==> config.mk <==
export PLATFORM = sky130hd
export DESIGN_NAME = csv_row_field_parser_core
export DESIGN_NICKNAME = d
export VERILOG_FILES = /design/src/design/csvp_pkg.sv /design/src/design/csvp_regs.sv /design/src/design/csvp_step.sv /design/src/design/csvp_outq.sv /design/src/design/csv_row_field_parser_core.sv
export SDC_FILE = /design/constraint.sdc
export NUM_CORES = 1
export LEC_CHECK = 0
export ABC_CLOCK_PERIOD_IN_PS = 5900
export BUFFER_PORTS_ARGS = -buffer_cell sky130_fd_sc_hd__buf_2
export CORE_AREA = 5 5 122 124
export DETAILED_ROUTE_END_ITERATION = 8
export DIE_AREA = 0 0 127 129
export GPL_ROUTABILITY_DRIVEN = 0
export PLACE_DENSITY = 0.77
export SYNTH_ARGS = -nofsm -noshare
export SYNTH_HDL_FRONTEND = slang
export SYNTH_HIERARCHICAL = 1
export SYNTH_SLANG_ARGS = --single-unit
==> constraint.sdc <==
create_clock -name clk -period 5.9 [get_ports clk]
set_clock_uncertainty 0.2 [all_clocks]
set_input_delay 0.59 -clock clk [delete_from_list [all_inputs] [get_ports clk]]
set_output_delay 0.59 -clock clk [all_outputs]
set_load 0.03 [all_outputs]
==> src/design/csvp_pkg.sv <==
// ----------------------------------------------------------------------------
// csvp_pkg
// Shared types and codes for the CSV row and field parser.
// ----------------------------------------------------------------------------
package csvp_pkg;

	localparam logic [1:0] KIND_DATA = 2'd0;
	localparam logic [1:0] KIND_FEND = 2'd1;
	localparam logic [1:0] KIND_REND = 2'd2;
	localparam logic [1:0] KIND_ERR  = 2'd3;

	localparam logic [1:0] ERR_QUOTE_TAIL = 2'd0;
	localparam logic [1:0] ERR_OPEN_QUOTE = 2'd1;
	localparam logic [1:0] ERR_COUNT      = 2'd2;

	localparam logic [1:0] REG_SEP    = 2'd0;
	localparam logic [1:0] REG_CHECK  = 2'd1;
	localparam logic [1:0] REG_EXPECT = 2'd2;

	localparam logic [7:0] SEP_RESET = 8'd44;

	localparam logic [7:0] CH_LF    = 8'h0A;
	localparam logic [7:0] CH_CR    = 8'h0D;
	localparam logic [7:0] CH_QUOTE = 8'h22;
	localparam logic [7:0] CH_SPACE = 8'h20;
	localparam logic [7:0] CH_TAB   = 8'h09;

	typedef struct packed {
		logic [1:0] kind;
		logic [7:0] data;
		logic [8:0] num;
		logic [1:0] err;
		logic       last;
	} result_t;

	typedef struct packed {
		logic       any;
		logic       two;
		result_t    r0;
		result_t    r1;
	} step_out_t;

	typedef struct packed {
		logic [7:0] sep;
		logic       check_on;
		logic [8:0] expected;
	} cfg_t;

endpackage

==> src/design/csvp_regs.sv <==
// ----------------------------------------------------------------------------
// csvp_regs
// Configuration registers behind the APB port.
// ----------------------------------------------------------------------------
module csvp_regs (
	input  logic                clk,
	input  logic                arst_n,
	input  logic                psel,
	input  logic                penable,
	input  logic                pwrite,
	input  logic [3:0]          paddr,
	input  logic [31:0]         pwdata,
	output logic [31:0]         prdata,
	output logic                pready,
	output csvp_pkg::cfg_t      cfg
);

	csvp_pkg::cfg_t cfg_q;
	logic           wr_en;

	assign pready = 1'b1;
	assign wr_en  = psel & penable & pwrite;
	assign cfg    = cfg_q;

	always_ff @(posedge clk or negedge arst_n) begin
		if (!arst_n) begin
			cfg_q.sep      <= csvp_pkg::SEP_RESET;
			cfg_q.check_on <= 1'b0;
			cfg_q.expected <= '0;
		end else if (wr_en) begin
			unique case (paddr[3:2])
				csvp_pkg::REG_SEP:    cfg_q.sep      <= pwdata[7:0];
				csvp_pkg::REG_CHECK:  cfg_q.check_on <= pwdata[0];
				csvp_pkg::REG_EXPECT: cfg_q.expected <= pwdata[8:0];
				default: ;
			endcase
		end
	end

	always_comb begin
		unique case (paddr[3:2])
			csvp_pkg::REG_SEP:    prdata = {24'd0, cfg_q.sep};
			csvp_pkg::REG_CHECK:  prdata = {31'd0, cfg_q.check_on};
			csvp_pkg::REG_EXPECT: prdata = {23'd0, cfg_q.expected};
			default:              prdata = '0;
		endcase
	end

endmodule

==> src/design/csvp_step.sv <==
// ----------------------------------------------------------------------------
// csvp_step
// Parse state machine: one byte in, up to two results out per step.
// ----------------------------------------------------------------------------
module csvp_step #(
	parameter int MAX_FIELDS = 256
) (
	input  logic                 clk,
	input  logic                 arst_n,
	input  logic                 advance,
	input  logic [7:0]           in_byte,
	input  logic                 end_of_input,
	input  csvp_pkg::cfg_t       cfg,
	output csvp_pkg::step_out_t  so
);

	localparam logic [8:0] LIMIT = (MAX_FIELDS < 511) ? 9'(MAX_FIELDS) : 9'd511;

	typedef enum logic [2:0] {
		M_ROW, M_FSTART, M_PLAIN, M_QUOTED, M_QSEEN, M_SKIP, M_AFTCR
	} mode_t;

	mode_t      mode_q, nm, m, eol_mode;
	logic [8:0] cnt_q, nc, c;
	logic       done, eol, is_quote, is_sep, is_ws;

	function automatic csvp_pkg::result_t mk(input logic [1:0] kind, input logic [7:0] data,
			input logic [8:0] num, input logic [1:0] err);
		csvp_pkg::result_t r;
		r.kind = kind;
		r.data = data;
		r.num  = num;
		r.err  = err;
		r.last = 1'b0;
		return r;
	endfunction

	function automatic logic [8:0] inc(input logic [8:0] v);
		return (v < LIMIT) ? v + 9'd1 : v;
	endfunction

	function automatic csvp_pkg::result_t row_res(input logic [8:0] v, input csvp_pkg::cfg_t cf);
		if (cf.check_on && v != cf.expected)
			return mk(csvp_pkg::KIND_ERR, 8'd0, v, csvp_pkg::ERR_COUNT);
		return mk(csvp_pkg::KIND_REND, 8'd0, v, 2'd0);
	endfunction

	assign eol      = (in_byte == csvp_pkg::CH_LF) || (in_byte == csvp_pkg::CH_CR);
	assign is_quote = (in_byte == csvp_pkg::CH_QUOTE);
	assign is_sep   = (in_byte == cfg.sep);
	assign is_ws    = (in_byte == csvp_pkg::CH_SPACE) || (in_byte == csvp_pkg::CH_TAB);
	assign eol_mode = (in_byte == csvp_pkg::CH_CR) ? M_AFTCR : M_ROW;

	always_comb begin
		so   = '0;
		nm   = mode_q;
		nc   = cnt_q;
		c    = cnt_q;
		m    = (mode_q > M_AFTCR) ? M_ROW : mode_q;
		done = 1'b0;
		if (end_of_input) begin
			nm = M_ROW;
			nc = '0;
			if (m == M_FSTART || m == M_PLAIN || m == M_QSEEN) begin
				so.any = 1'b1;
				so.two = 1'b1;
				so.r0  = mk(csvp_pkg::KIND_FEND, 8'd0, c, 2'd0);
				so.r1  = row_res(inc(c), cfg);
			end else if (m == M_QUOTED) begin
				so.any = 1'b1;
				so.r0  = mk(csvp_pkg::KIND_ERR, 8'd0, c, csvp_pkg::ERR_OPEN_QUOTE);
			end
		end else begin
			if (m == M_AFTCR) begin
				m    = M_ROW;
				nm   = M_ROW;
				done = (in_byte == csvp_pkg::CH_LF);
			end
			if (!done && m == M_ROW) begin
				c  = '0;
				nc = '0;
				if (is_ws) begin
					done = 1'b1;
				end else if (eol) begin
					so.any = 1'b1;
					so.r0  = row_res(9'd0, cfg);
					nm     = eol_mode;
					done   = 1'b1;
				end else begin
					m = M_FSTART;
				end
			end
			if (!done) begin
				unique case (m)
					M_FSTART, M_PLAIN: begin
						if (is_quote && m == M_FSTART) begin
							nm = M_QUOTED;
						end else if (is_quote) begin
							so.any = 1'b1;
							so.r0  = mk(csvp_pkg::KIND_DATA, in_byte, c, 2'd0);
							nm     = M_PLAIN;
						end else if (is_sep) begin
							so.any = 1'b1;
							so.r0  = mk(csvp_pkg::KIND_FEND, 8'd0, c, 2'd0);
							nc     = inc(c);
							nm     = M_FSTART;
						end else if (eol) begin
							so.any = 1'b1;
							so.two = 1'b1;
							so.r0  = mk(csvp_pkg::KIND_FEND, 8'd0, c, 2'd0);
							so.r1  = row_res(inc(c), cfg);
							nc     = '0;
							nm     = eol_mode;
						end else begin
							so.any = 1'b1;
							so.r0  = mk(csvp_pkg::KIND_DATA, in_byte, c, 2'd0);
							nm     = M_PLAIN;
						end
					end
					M_QUOTED: begin
						if (is_quote) begin
							nm = M_QSEEN;
						end else begin
							so.any = 1'b1;
							so.r0  = mk(csvp_pkg::KIND_DATA, in_byte, c, 2'd0);
							nm     = M_QUOTED;
						end
					end
					M_QSEEN: begin
						if (is_quote) begin
							so.any = 1'b1;
							so.r0  = mk(csvp_pkg::KIND_DATA, in_byte, c, 2'd0);
							nm     = M_QUOTED;
						end else if (is_sep) begin
							so.any = 1'b1;
							so.r0  = mk(csvp_pkg::KIND_FEND, 8'd0, c, 2'd0);
							nc     = inc(c);
							nm     = M_FSTART;
						end else if (eol) begin
							so.any = 1'b1;
							so.two = 1'b1;
							so.r0  = mk(csvp_pkg::KIND_FEND, 8'd0, c, 2'd0);
							so.r1  = row_res(inc(c), cfg);
							nc     = '0;
							nm     = eol_mode;
						end else begin
							so.any = 1'b1;
							so.r0  = mk(csvp_pkg::KIND_ERR, 8'd0, c, csvp_pkg::ERR_QUOTE_TAIL);
							nm     = M_SKIP;
						end
					end
					M_SKIP: begin
						if (eol) begin
							nm = eol_mode;
							nc = '0;
						end
					end
					default: ;
				endcase
			end
		end
		so.r0.last = ~so.two;
		so.r1.last = 1'b1;
	end

	always_ff @(posedge clk or negedge arst_n) begin
		if (!arst_n) begin
			mode_q <= M_ROW;
			cnt_q  <= '0;
		end else if (advance) begin
			mode_q <= nm;
			cnt_q  <= nc;
		end
	end

endmodule

==> src/design/csvp_outq.sv <==
// ----------------------------------------------------------------------------
// csvp_outq
// Two-entry result queue; an entry holding two results drains in two beats.
// ----------------------------------------------------------------------------
module csvp_outq (
	input  logic                 clk,
	input  logic                 arst_n,
	input  logic                 push,
	input  csvp_pkg::step_out_t  push_entry,
	output logic                 full,
	output logic                 out_valid,
	input  logic                 out_stall,
	output csvp_pkg::result_t    res
);

	csvp_pkg::step_out_t entry_q [2];
	logic                wr_q, rd_q, sub_q;
	logic [1:0]          cnt_q;
	logic                beat, pop;
	csvp_pkg::step_out_t head;

	assign head      = entry_q[rd_q];
	assign out_valid = (cnt_q != 2'd0);
	assign full      = (cnt_q == 2'd2);
	assign res       = sub_q ? head.r1 : head.r0;
	assign beat      = out_valid & ~out_stall;
	assign pop       = beat & (sub_q | ~head.two);

	always_ff @(posedge clk) begin
		if (push)
			entry_q[wr_q] <= push_entry;
	end

	always_ff @(posedge clk or negedge arst_n) begin
		if (!arst_n) begin
			wr_q  <= 1'b0;
			rd_q  <= 1'b0;
			sub_q <= 1'b0;
			cnt_q <= '0;
		end else begin
			if (push)
				wr_q <= ~wr_q;
			if (pop)
				rd_q <= ~rd_q;
			if (beat)
				sub_q <= ~pop;
			cnt_q <= cnt_q + 2'(push) - 2'(pop);
		end
	end

endmodule

==> src/design/csv_row_field_parser_core.sv <==
// ----------------------------------------------------------------------------
// csv_row_field_parser_core
// Streaming CSV splitter: bytes in, data / field-end / row-end / error out.
// ----------------------------------------------------------------------------
// Takes one byte per cycle while the result queue is not full. An accepted
// byte is registered, parsed from that register and its results are written
// into a two-entry result queue whose head drives the output port. Most
// bytes give zero or one result; a line end (or end of input) that closes a
// field gives a field end and a row end (or count error), which leave in two
// output beats, and a sustained run of such bytes is paced by the single
// output port. Input stall rises only when the result queue is full.
// Configuration must be written while no item is in flight.
module csv_row_field_parser_core #(
	parameter int MAX_FIELDS = 256
) (
	input  logic        clk,
	input  logic        arst_n,
	input  logic        psel,
	input  logic        penable,
	input  logic        pwrite,
	input  logic [3:0]  paddr,
	input  logic [31:0] pwdata,
	output logic [31:0] prdata,
	output logic        pready,
	input  logic        in_valid,
	output logic        in_stall,
	input  logic [7:0]  in_byte,
	input  logic        end_of_input,
	output logic        out_valid,
	input  logic        out_stall,
	output logic [1:0]  item_kind,
	output logic [7:0]  out_byte,
	output logic [8:0]  field_number,
	output logic [1:0]  error_code,
	output logic        last
);

	csvp_pkg::cfg_t      cfg;
	csvp_pkg::step_out_t so;
	csvp_pkg::result_t   res;
	logic                valid_s1, eoi_s1, full, advance;
	logic [7:0]          byte_s1;

	csvp_regs u_regs (
		.clk     (clk),
		.arst_n  (arst_n),
		.psel    (psel),
		.penable (penable),
		.pwrite  (pwrite),
		.paddr   (paddr),
		.pwdata  (pwdata),
		.prdata  (prdata),
		.pready  (pready),
		.cfg     (cfg)
	);

	assign in_stall = valid_s1 & full;
	assign advance  = valid_s1 & ~full;

	always_ff @(posedge clk or negedge arst_n) begin
		if (!arst_n) begin
			valid_s1 <= 1'b0;
		end else if (in_valid && !in_stall) begin
			valid_s1 <= 1'b1;
		end else if (advance) begin
			valid_s1 <= 1'b0;
		end
	end

	always_ff @(posedge clk) begin
		if (in_valid && !in_stall) begin
			byte_s1 <= in_byte;
			eoi_s1  <= end_of_input;
		end
	end

	csvp_step #(
		.MAX_FIELDS (MAX_FIELDS)
	) u_step (
		.clk          (clk),
		.arst_n       (arst_n),
		.advance      (advance),
		.in_byte      (byte_s1),
		.end_of_input (eoi_s1),
		.cfg          (cfg),
		.so           (so)
	);

	csvp_outq u_outq (
		.clk        (clk),
		.arst_n     (arst_n),
		.push       (advance & so.any),
		.push_entry (so),
		.full       (full),
		.out_valid  (out_valid),
		.out_stall  (out_stall),
		.res        (res)
	);

	assign item_kind    = res.kind;
	assign out_byte     = res.data;
	assign field_number = res.num;
	assign error_code   = res.err;
	assign last         = res.last;

endmodule

==> flow_summary.yaml, run 1 <==
outcome:
  outcome: "completed"
setup_path:
  reg2reg_to: "u_outq/entry_q[1][31]"
  cpPeakStageDelay_ns: 0.56
  ff2ff_path_depth: 8
  r2r_start: "byte_s1[4]"
  cp.required_ns: 5.72
  cp_max_fo: 45
  cp.arrival_ns: 3.61
  critPathLaunch: "byte_s1[4]"
  cpMaxStageDelayCell: "and2_2"
  path_delay_family: "simple AND/OR/NAND/NOR gates"
  cp-start-kind: "flop"
  crit_path_end_kind: "flop"
  regToRegSetupSlack_ns: 2.11
  critPathCapture: "u_outq/entry_q[1][31]"
  cp.depth: 8
  path_class: "flop to flop"
  crit_chain: "nor3_2, nand3_1, nand2_1, o21ai_0, a211oi_1, o211ai_1, and3b_1, and2_2"
  cp.buffers_inverters: 0
drt:
  drc_errors: 0
  vias: 5075
  firstDrtPassIters: 6
  drt_iter0_markers: 777
  post_drt_wl_per_cell_um: 18.8
  drtAntennaViolNets: 0
  wl_um: 15600
  routed_via_density: 6.11
worst_hold_path:
  hold_class: "input port to asynchronous set/reset pin"
synth:
  synth_area_leader_cell: "edfxtp_1"
  syn_area_per_cell_um2: 12.5
  synth.area.top_cells: "edfxtp_1 (40%), dfrtp_1 (11%), mux4_2 (6.1%)"
  synth-edff-count: 99
  synth_top_area_share_pct: 40.2
  synthArstFlopShare_pct: 26.7
  synth-seq-cells: 135
  synth-seq-area-share_pct: 52.5
  yosysMostFrequentCell: "edfxtp_1"
  yosys_warnings: 6
  syn_inst: 590
  synth_common_cells: "edfxtp_1 (99), buf_4 (40), nor2_1 (40), dfrtp_1 (33), nand2_1 (29)"
  netlist_area_um2: 7390
  ys.flop_type: "edfxtp_1"
  ys_types: 96
sta:
  slew_viol_final: 0
  hold_ws_ns: 0.0818
  finalSetupViolations: 0
  finalHoldViolations: 0
  tns_ns: 0
  maxSlewHeadroom_pct: 27.0
  fin_crit_sh_pct: 64.2
  tightestPinTransition_ns: 1.09
  fin_crit_ns: 3.79
  max_freq_ghz: 0.264
  rsz0062_at_grt: "false"
die:
  dieHeight_um: 129
  die_area_um2: 16400
  dieWidth_um: 127
  io-pin-count: 109
  initial_core_util_pct: 54.1
  core-area_um2: 13700
  num_rows: 43
clock_network:
  insertion_delay_ns: 0.43
  holdBufCountCts: 0
  clock_sinks: 135
  postCtsSetupRepairBufs: 0
  htree_levels: 4
  post_cts_resized: 0
  cts_root_buf: "clkbuf_16"
  clock_path_buffers: 2
  cts-buffers-inserted: 17
  cts_tree: "built"
  clk_pin_slew_ns: 0.06
grt:
  grt-ovfl-total: 0
  grt_max_degree: 46
  grt_pass1_vias: 4978
  grt_pass1_wl_um: 25500
  antenna_found_initial: 0
  grt_util_all_layers_pct: 19.7
power:
  p_leak_nw: 3.09
  vdd_drop_max_mv: 0.188
  power_mw: 3.60
  power-per-cell-area_nw_per_um2: 439
cells_and_area:
  final_area_um2: 8210
  nets: 693
  drive_gt1_share_pct: 25.2
  area_growth_pct: 11.2
  diodes: 0
run:
  max-cap-violations: 0
place:
  hpwl_um: 10700
  postPlaceCellArea_um2: 7650
  portBuffers: 59
-- state kept, by name (all words and copies together), names as in the netlist, 2 cells and up --
signal,flops
byte_s1,8
u_outq/cnt_q,2
u_outq/entry_q,90
u_regs/cfg,18
u_step/cnt_q,9
u_step/mode_q,3
-- stage by stage --
| stage | setup slack, ns | std cells | util (%) |
|---|---|---|---|
| 2_1_floorplan | 1.48 | 620 | - |
| 3_3_place_gp | 2.32 | 800 | 56.0 |
| 3_5_place_dp | 2.19 | 800 | 56.0 |
| 4_1_cts | 2.17 | 831 | 60.1 |
| 5_1_grt | 1.91 | 831 | 60.1 |
| 6_report | 2.11 | 831 | 60.1 |
-- logic make-up after synthesis --
kind of cell	after synthesis	share of synthesized area (%)
multiplexers	51	11.0
XOR/XNOR	31	3.86
flip-flops	135	52.5
AND/OR/NAND/NOR	173	13.9
buffers and inverters	76	6.23
other	4	0.203
AO/OA/AOI/OAI	118	12.0
adder cells (fa/ha/maj)	2	0.339
-- final cells by class --
class,count,area [um^2]
Clock buffer,18,429
Clock inverter,13,133
Fill cell,1097,5450
Inverter,12,45.0
Multi-Input combinational cell,409,3170
Sequential cell,135,3880
Tap cell,180,225
Timing Repair Buffer,64,333
-- worst min-delay path by stage --
stage / slack (ns) / endpoint / startpoint / cells past startpoint
global placement: 0.31 / valid_s1 / valid_s1 / 1
detailed placement: 0.34 / valid_s1 / valid_s1 / 1
finish: 0.08 / u_step/cnt_q[6] / arst_n / 1
floorplan: 0.09 / u_outq/cnt_q[0] / arst_n / 0
CTS: 0.11 / u_step/cnt_q[6] / arst_n / 1
global route: 0.13 / byte_s1[3] / in_byte[3] / 1
-- per-layer routing --
layer / global-route usage [%] / share of wire, %
met1: 26.8 / 42
met2: 31.4 / 47
met3: 3.45 / 8.0
met4: 8.77 / 3.0
met5: 0 / 0
-- worst register-to-register path, cell delays in order, from the launching register on --
cell      delay, ns
edfxtp_1       0.50
nor3_2         0.37
nand3_1        0.52
nand2_1        0.27
o21ai_0        0.14
a211oi_1       0.40
o211ai_1       0.15
and3b_1        0.25
and2_2         0.56
-- placed cells by master, fill, tap and decap left out, drive strengths merged, types with 4 or more instances in the layout --
cell	Yosys	routed
buf	50	64
and2	22	22
a211oi	4	4
conb	4	34
mux2i	11	11
xnor2	19	19
nand4	4	4
o22ai	7	7
nor3	11	11
mux4	22	22
o21ai	26	26
o31ai	6	6
clkbuf	14	18
a21oi	19	19
clkinv	0	7
nand3	11	11
and3	6	6
nor4b	4	4
nor2b	8	8
o211ai	6	6
mux2	18	18
nor2	42	42
edfxtp	99	99
a211o	4	4
xor2	11	11
nand2	30	30
inv	12	13
a21boi	7	7
nor4	8	8
dfrtp	33	33
nor3b	4	4
and3b	4	4
-- report_power, final --
group | internal (mW) | leakage [nW] | switching [mW]
Combinational | 0.442 | 1.44 | 0.733
Clock | 0.615 | 0.269 | 0.389
Sequential | 1.27 | 1.39 | 0.158
Total | 2.32 | 3.09 | 1.28
Note: power is estimated with default switching activity, not from simulation.
==> run 2, diff against run 1 <==
--- a/config.mk
+++ b/config.mk
@@ -5,11 +5,12 @@
 export SDC_FILE = /design/constraint.sdc
 export NUM_CORES = 1
 export LEC_CHECK = 0
-export ABC_CLOCK_PERIOD_IN_PS = 5900
+export ABC_AREA = 1
+export ABC_CLOCK_PERIOD_IN_PS = 3100
 export BUFFER_PORTS_ARGS = -buffer_cell sky130_fd_sc_hd__buf_2
-export CORE_AREA = 5 5 122 124
+export CORE_AREA = 5 5 126 128
 export DETAILED_ROUTE_END_ITERATION = 8
-export DIE_AREA = 0 0 127 129
+export DIE_AREA = 0 0 131 133
 export GPL_ROUTABILITY_DRIVEN = 0
 export PLACE_DENSITY = 0.77
 export SYNTH_ARGS = -nofsm -noshare
==> constraint.sdc (replaced) <==
create_clock -name clk -period 3.1 [get_ports clk]
set_clock_uncertainty 0.2 [all_clocks]
set_input_delay 0.31 -clock clk [delete_from_list [all_inputs] [get_ports clk]]
set_output_delay 0.31 -clock clk [all_outputs]
set_load 0.03 [all_outputs]
==> flow_summary.yaml, run 2 <==
power:
  vdd_drop_max_mv: 0.408
  power_mw: 8.17
  power-per-cell-area_nw_per_um2: 923
  p_leak_nw: 3.96
clock_network:
  clock_path_buffers: 2
  clock_sinks: 135
  cts-buffers-inserted: 17
  insertion_delay_ns: 0.42
  clk_pin_slew_ns: 0.06
  cts_root_buf: "clkbuf_16"
  cts_tree: "built"
  htree_levels: 4
setup_path:
  critPathLaunch: "u_step/mode_q[0]"
  cp.required_ns: 3.02
  reg2reg_to: "u_outq/entry_q[0][43]"
  cp_max_fo: 22
  crit_chain: "nor2_2, nor2_2, nor2_4, nand2_4, inv_2, nand2_4, nand2_2, nand2_4, inv_2, nand2_2, nand3_4, nand2_1, nand3_1, inv_1, nor2_4, inv_1, nor2_4, clkbuf_16"
  path_class: "flop to flop"
  cpMaxStageDelayCell: "dfrtp_1"
  r2r_start: "u_step/mode_q[0]"
  critPathCapture: "u_outq/entry_q[0][43]"
  cpPeakStageDelay_ns: 0.46
  ff2ff_path_depth: 18
  regToRegSetupSlack_ns: 0.22
  cp-start-kind: "flop"
  cp.buffers_inverters: 5
  cp.depth: 18
  cp.arrival_ns: 2.80
  crit_path_end_kind: "flop"
  path_delay_family: "simple AND/OR/NAND/NOR gates"
synth:
  yosys_warnings: 6
  synth_top_family_by_area: "simple AND/OR/NAND/NOR gates"
  yosysMostFrequentCell: "nand2_1"
  yosys.area_share.adder_pct: 0.330
  synth-edff-count: 99
  synth_simple_gate_area_share_pct: 27.2
  netlist_area_um2: 7580
  synth_xor_area_share_pct: 2.06
  synth.area.top_cells: "edfxtp_1 (39%), nand2_1 (12%), dfrtp_1 (11%)"
  synth_compound_area_share_pct: 8.65
  synth_top_area_share_pct: 39.2
  ys.flop_type: "edfxtp_1"
  synth.area.mux_share_pct: 0
  synthArstFlopShare_pct: 26.7
  synth_common_cells: "nand2_1 (246), edfxtp_1 (99), nor2_1 (90), inv_1 (87), o21ai_0 (64)"
  synth_area_leader_cell: "edfxtp_1"
  syn_area_per_cell_um2: 8.47
  synth-seq-cells: 135
  syn_inst: 895
  synth-seq-area-share_pct: 51.1
  ys_types: 42
drt:
  drt_iter0_markers: 813
  vias: 6421
  firstDrtPassIters: 5
  drtAntennaViolNets: 0
  wl_um: 18300
  drc_errors: 0
  routed_via_density: 5.39
  post_drt_wl_per_cell_um: 15.3
sta:
  finalSetupViolations: 0
  tightestPinTransition_ns: 0.858
  fin_crit_sh_pct: 93.0
  rsz0062_at_grt: "false"
  hold_ws_ns: 0.0163
  finalHoldViolations: 0
  max_freq_ghz: 0.347
  slew_viol_final: 0
  fin_crit_ns: 2.88
  maxSlewHeadroom_pct: 42.8
  tns_ns: 0
place:
  postPlaceCellArea_um2: 8010
  hpwl_um: 12800
  portBuffers: 59
grt:
  grt_pass1_wl_um: 29000
  grt-ovfl-total: 0
  grt_max_degree: 47
  grt_pass1_vias: 5959
  grt_util_all_layers_pct: 21.4
  antenna_found_initial: 0
outcome:
  outcome: "completed"
die:
  dieWidth_um: 131
  num_rows: 45
  io-pin-count: 109
  initial_core_util_pct: 51.4
  dieHeight_um: 133
  core-area_um2: 14800
  die_area_um2: 17400
cells_and_area:
  nets: 1045
  layout_common_cells: "nand2_1 (246), edfxtp_1 (99), nor2_1 (89)"
  postLayoutCoreUtil_pct: 60.0
  final_area_um2: 8850
  layout.cells.most_common: "nand2_1"
  top_register: "u_outq/entry_q"
  area_growth_pct: 16.7
  diodes: 0
  drive_gt1_share_pct: 17.3
  largest_register_ffs: 90
worst_hold_path:
  hold_class: "input port to flop"
run:
  max-cap-violations: 0
-- run 2: changes by cell type after synthesis, sizes merged, moves of 11 or more --
cell	delta
nand2	+240
inv	+86
nor2	+62
nand3	+55
o21ai	+52
and2	-22
mux4	-22
mux2	-18
o22ai	+17
xnor2	-17
a21oi	-12
clkbuf	-11
mux2i	-11
nand4	+11
-- run 2: through the flow --
stage / setup WS [ns] / std cells
final: 0.218 / 1192
after global routing: 0.0449 / 1192
after CTS: 0.171 / 1188
after detailed placement: 0.188 / 1136
after global placement: 0.212 / 1136
after floorplan: 0.00382 / 925
-- run 2: worst min path at each step --
stage	startpoint	to	slack [ns]	depth (start not counted)
floorplan	arst_n	u_outq/cnt_q[0]	-0.19	0
global placement	arst_n	valid_s1	0.27	1
detailed placement	arst_n	valid_s1	0.27	1
CTS	out_stall	u_outq/sub_q	0.002	3
global route	out_stall	u_outq/sub_q	0.03	3
finish	out_stall	u_outq/sub_q	0.02	3
-- run 2: layout make-up --
cell class	count	area (um^2)
Fill cell	1222	5900
Tap cell	188	235
Inverter	98	379
Timing Repair Buffer	103	731
Multi-Input combinational cell	636	3040
Clock buffer	20	437
Clock inverter	12	151
Sequential cell	135	3880
-- run 2: power by group --
part,switching (mW),internal [mW],leakage [nW]
clock network,0.732,1.26,0.286
registers,0.269,2.49,1.38
logic,2.41,1.00,2.29
-- run 2: per-layer routing --
metal	track usage [%]	share of wire [%]	wire length, um
met5	0	0	0
met4	8.69	3.2	590
met3	5.21	9.6	1750
met2	32.7	47	8570
met1	29.2	40	7350
-- run 2: cell families after synthesis --
kind of cell | after synthesis
adder cells (fa/ha/maj) | 2
other | 4
AND/OR/NAND/NOR | 464
flip-flops | 135
AO/OA/AOI/OAI | 119
buffers and inverters | 154
XOR/XNOR | 17
-- run 2: timing repair --
item / in CTS / in global routing
hold buffers: 20 / 0
endpoints found under the setup margin: 0 / 45
hold endpoints to repair: 61 / 0
setup buffers: 0 / 3
gates resized for setup: 0 / 1
-- run 2: tightest hold or removal path, delay by kind of cell --
kind | cells | cell delay (ns)
and+or+nand+nor | 1 | 0.05
AOI/OAI and AO/OA | 1 | 0.16
buffers and inverters | 1 | 0.08
==> run 3, diff against run 2 <==
--- a/config.mk
+++ b/config.mk
@@ -12,7 +12,7 @@
 export DETAILED_ROUTE_END_ITERATION = 8
 export DIE_AREA = 0 0 131 133
 export GPL_ROUTABILITY_DRIVEN = 0
-export PLACE_DENSITY = 0.77
+export PLACE_DENSITY = 0.81
 export SYNTH_ARGS = -nofsm -noshare
 export SYNTH_HDL_FRONTEND = slang
 export SYNTH_HIERARCHICAL = 1
==> flow_summary.yaml, run 3 (synthesized netlist as in run 2, its figures left out) <==
sta:
  fin_crit_ns: 2.92
  fin_crit_sh_pct: 94.3
  max_freq_ghz: 0.342
  rsz0062_at_grt: "false"
  tns_ns: 0
  finalHoldViolations: 0
  finalSetupViolations: 0
  maxSlewHeadroom_pct: 40.9
  tightestPinTransition_ns: 0.887
  slew_viol_final: 0
cells_and_area:
  multi_input_area_um2: 3050
  postLayoutCoreUtil_pct: 60.3
  fillers: 1247
  top_register: "u_outq/entry_q"
  area_growth_pct: 17.3
  regArea_um2: 3880
  nets: 1048
  diodes: 0
  largest_register_ffs: 90
  layout_common_cells: "nand2_1 (246), edfxtp_1 (99), nor2_1 (89)"
  layout.cells.most_common: "nand2_1"
  drive_gt1_share_pct: 17.8
setup_path:
  cp_max_fo: 22
  cp.required_ns: 3.02
  crit_top_cell: "nand2_2"
  cpMaxStageDelayCell: "edfxtp_1"
  cpPeakStageDelay_ns: 0.47
  cp.arrival_ns: 2.85
  path_class: "flop to flop"
  crit_chain: "nand2_1, nor2_2, nand2_2, nand2_2, nor2_4, nand2_4, nand2_2, nand2_4, inv_2, nand2_2, nand3_4, nand2_1, nand3_1, inv_1, nor2_4, inv_1, nor2_4, clkbuf_16"
  cp-start-kind: "flop"
  crit_path_end_kind: "flop"
drt:
  wl_um: 17900
  drtAntennaViolNets: 0
  vias: 6411
  firstDrtPassIters: 6
  drt_iter0_markers: 814
  routed_via_density: 5.36
  post_drt_wl_per_cell_um: 15.0
  drc_errors: 0
worst_hold_path:
  hold_class: "input port to flop"
grt:
  grt_util_all_layers_pct: 20.8
  grt-ovfl-total: 0
  grt_pass1_wl_um: 28600
  grt_pass1_vias: 5926
  antenna_found_initial: 0
  grt_max_degree: 47
place:
  hpwl_um: 12400
  portBuffers: 59
power:
  sequentialPowerShare_pct: 33.8
  pwr-share-clk_pct: 24.8
  power-per-cell-area_nw_per_um2: 915
  p_leak_nw: 3.98
  switching_share_pct: 41.4
  power_frac_comb_pct: 41.4
  power.switching_mw: 3.37
  vdd_drop_max_mv: 0.490
  p_int_mw: 4.77
die:
  io-pin-count: 109
  dieHeight_um: 133
  die_area_um2: 17400
  initial_core_util_pct: 51.4
  core-area_um2: 14800
  num_rows: 45
  dieWidth_um: 131
clock_network:
  cts_tree: "built"
  insertion_delay_ns: 0.42
  cts_root_buf: "clkbuf_16"
  clk_pin_slew_ns: 0.05
  clock_path_buffers: 2
  htree_levels: 4
  clock_sinks: 135
  cts-buffers-inserted: 17
outcome:
  outcome: "completed"
run:
  max-cap-violations: 0
-- run 3: stage by stage --
step                setup WS, ns  hold slack, ns  instance area, um^2  instances  power [mW]
floorplan                0.00382          -0.186                 7700        925        5.23
global placement           0.194           0.273                 7980       1132        5.98
detailed placement         0.159           0.267                 7980       1132        6.04
CTS                        0.143          0.0203                 8770       1184        8.09
global route              0.0202          0.0520                 8890       1195        8.63
finish                     0.176          0.0292                 8890       1195        8.14
-- run 3: critical path, delay by kind of cell, from the launching register on --
| family | cells | cell delay, ns |
|---|---|---|
| flip-flops | 1 | 0.47 |
| AND/OR/NAND/NOR | 14 | 1.44 |
| buffers and inverters | 4 | 0.48 |
-- run 3: timing repair --
| action | in CTS | in global routing |
|---|---|---|
| resized for setup | 0 | 3 |
| hold buffers | 20 | 0 |
| setup endpoints to repair | 0 | 81 |
| buffers inserted | 0 | 10 |
| hold endpoints to repair | 61 | 0 |
-- run 3: worst paths after layout --
kind | endpoint | start | slack, ns | cells past startpoint
hold / removal | u_outq/rd_q | out_stall | 0.03 | 4
hold reg to reg | u_regs/cfg[13] | u_regs/cfg[13] | 0.29 | 2
setup / recovery | u_outq/entry_q[0][13] | byte_s1[1] | 0.18 | 18
setup reg to reg | u_outq/entry_q[0][13] | byte_s1[1] | 0.18 | 18
min in group asynchronous | u_regs/cfg[11] | arst_n | 0.35 | 2
max in group asynchronous | u_step/cnt_q[8] | arst_n | 1.80 | 2
-- run 3: final cells by class --
type | count | share of cell area [%]
Sequential cell | 135 | 43.6
Multi-Input combinational cell | 636 | 34.3
Timing Repair Buffer | 106 | 8.47
Clock buffer | 21 | 5.07
Inverter | 98 | 4.26
Tap cell | 188 | 2.65
Clock inverter | 11 | 1.66
-- run 3: layer usage --
layer,GRT usage (%),wire length [um],vias to the layer above
li1,-,-,3096
met1,27.7,7350,2964
met2,32.8,8550,312
met3,5.45,1560,39
met4,7.66,436,0
met5,0,0,-
-- run 3: power by group through the flow --
stage               Sequential (mW)  Clock, mW  Combinational, mW
global placement               2.77          0               3.21
detailed placement             2.78          0               3.26
floorplan                      2.68          0               2.55
global route                   2.79       2.14               3.70
CTS                            2.75       2.04               3.30
finish                         2.75       2.02               3.37
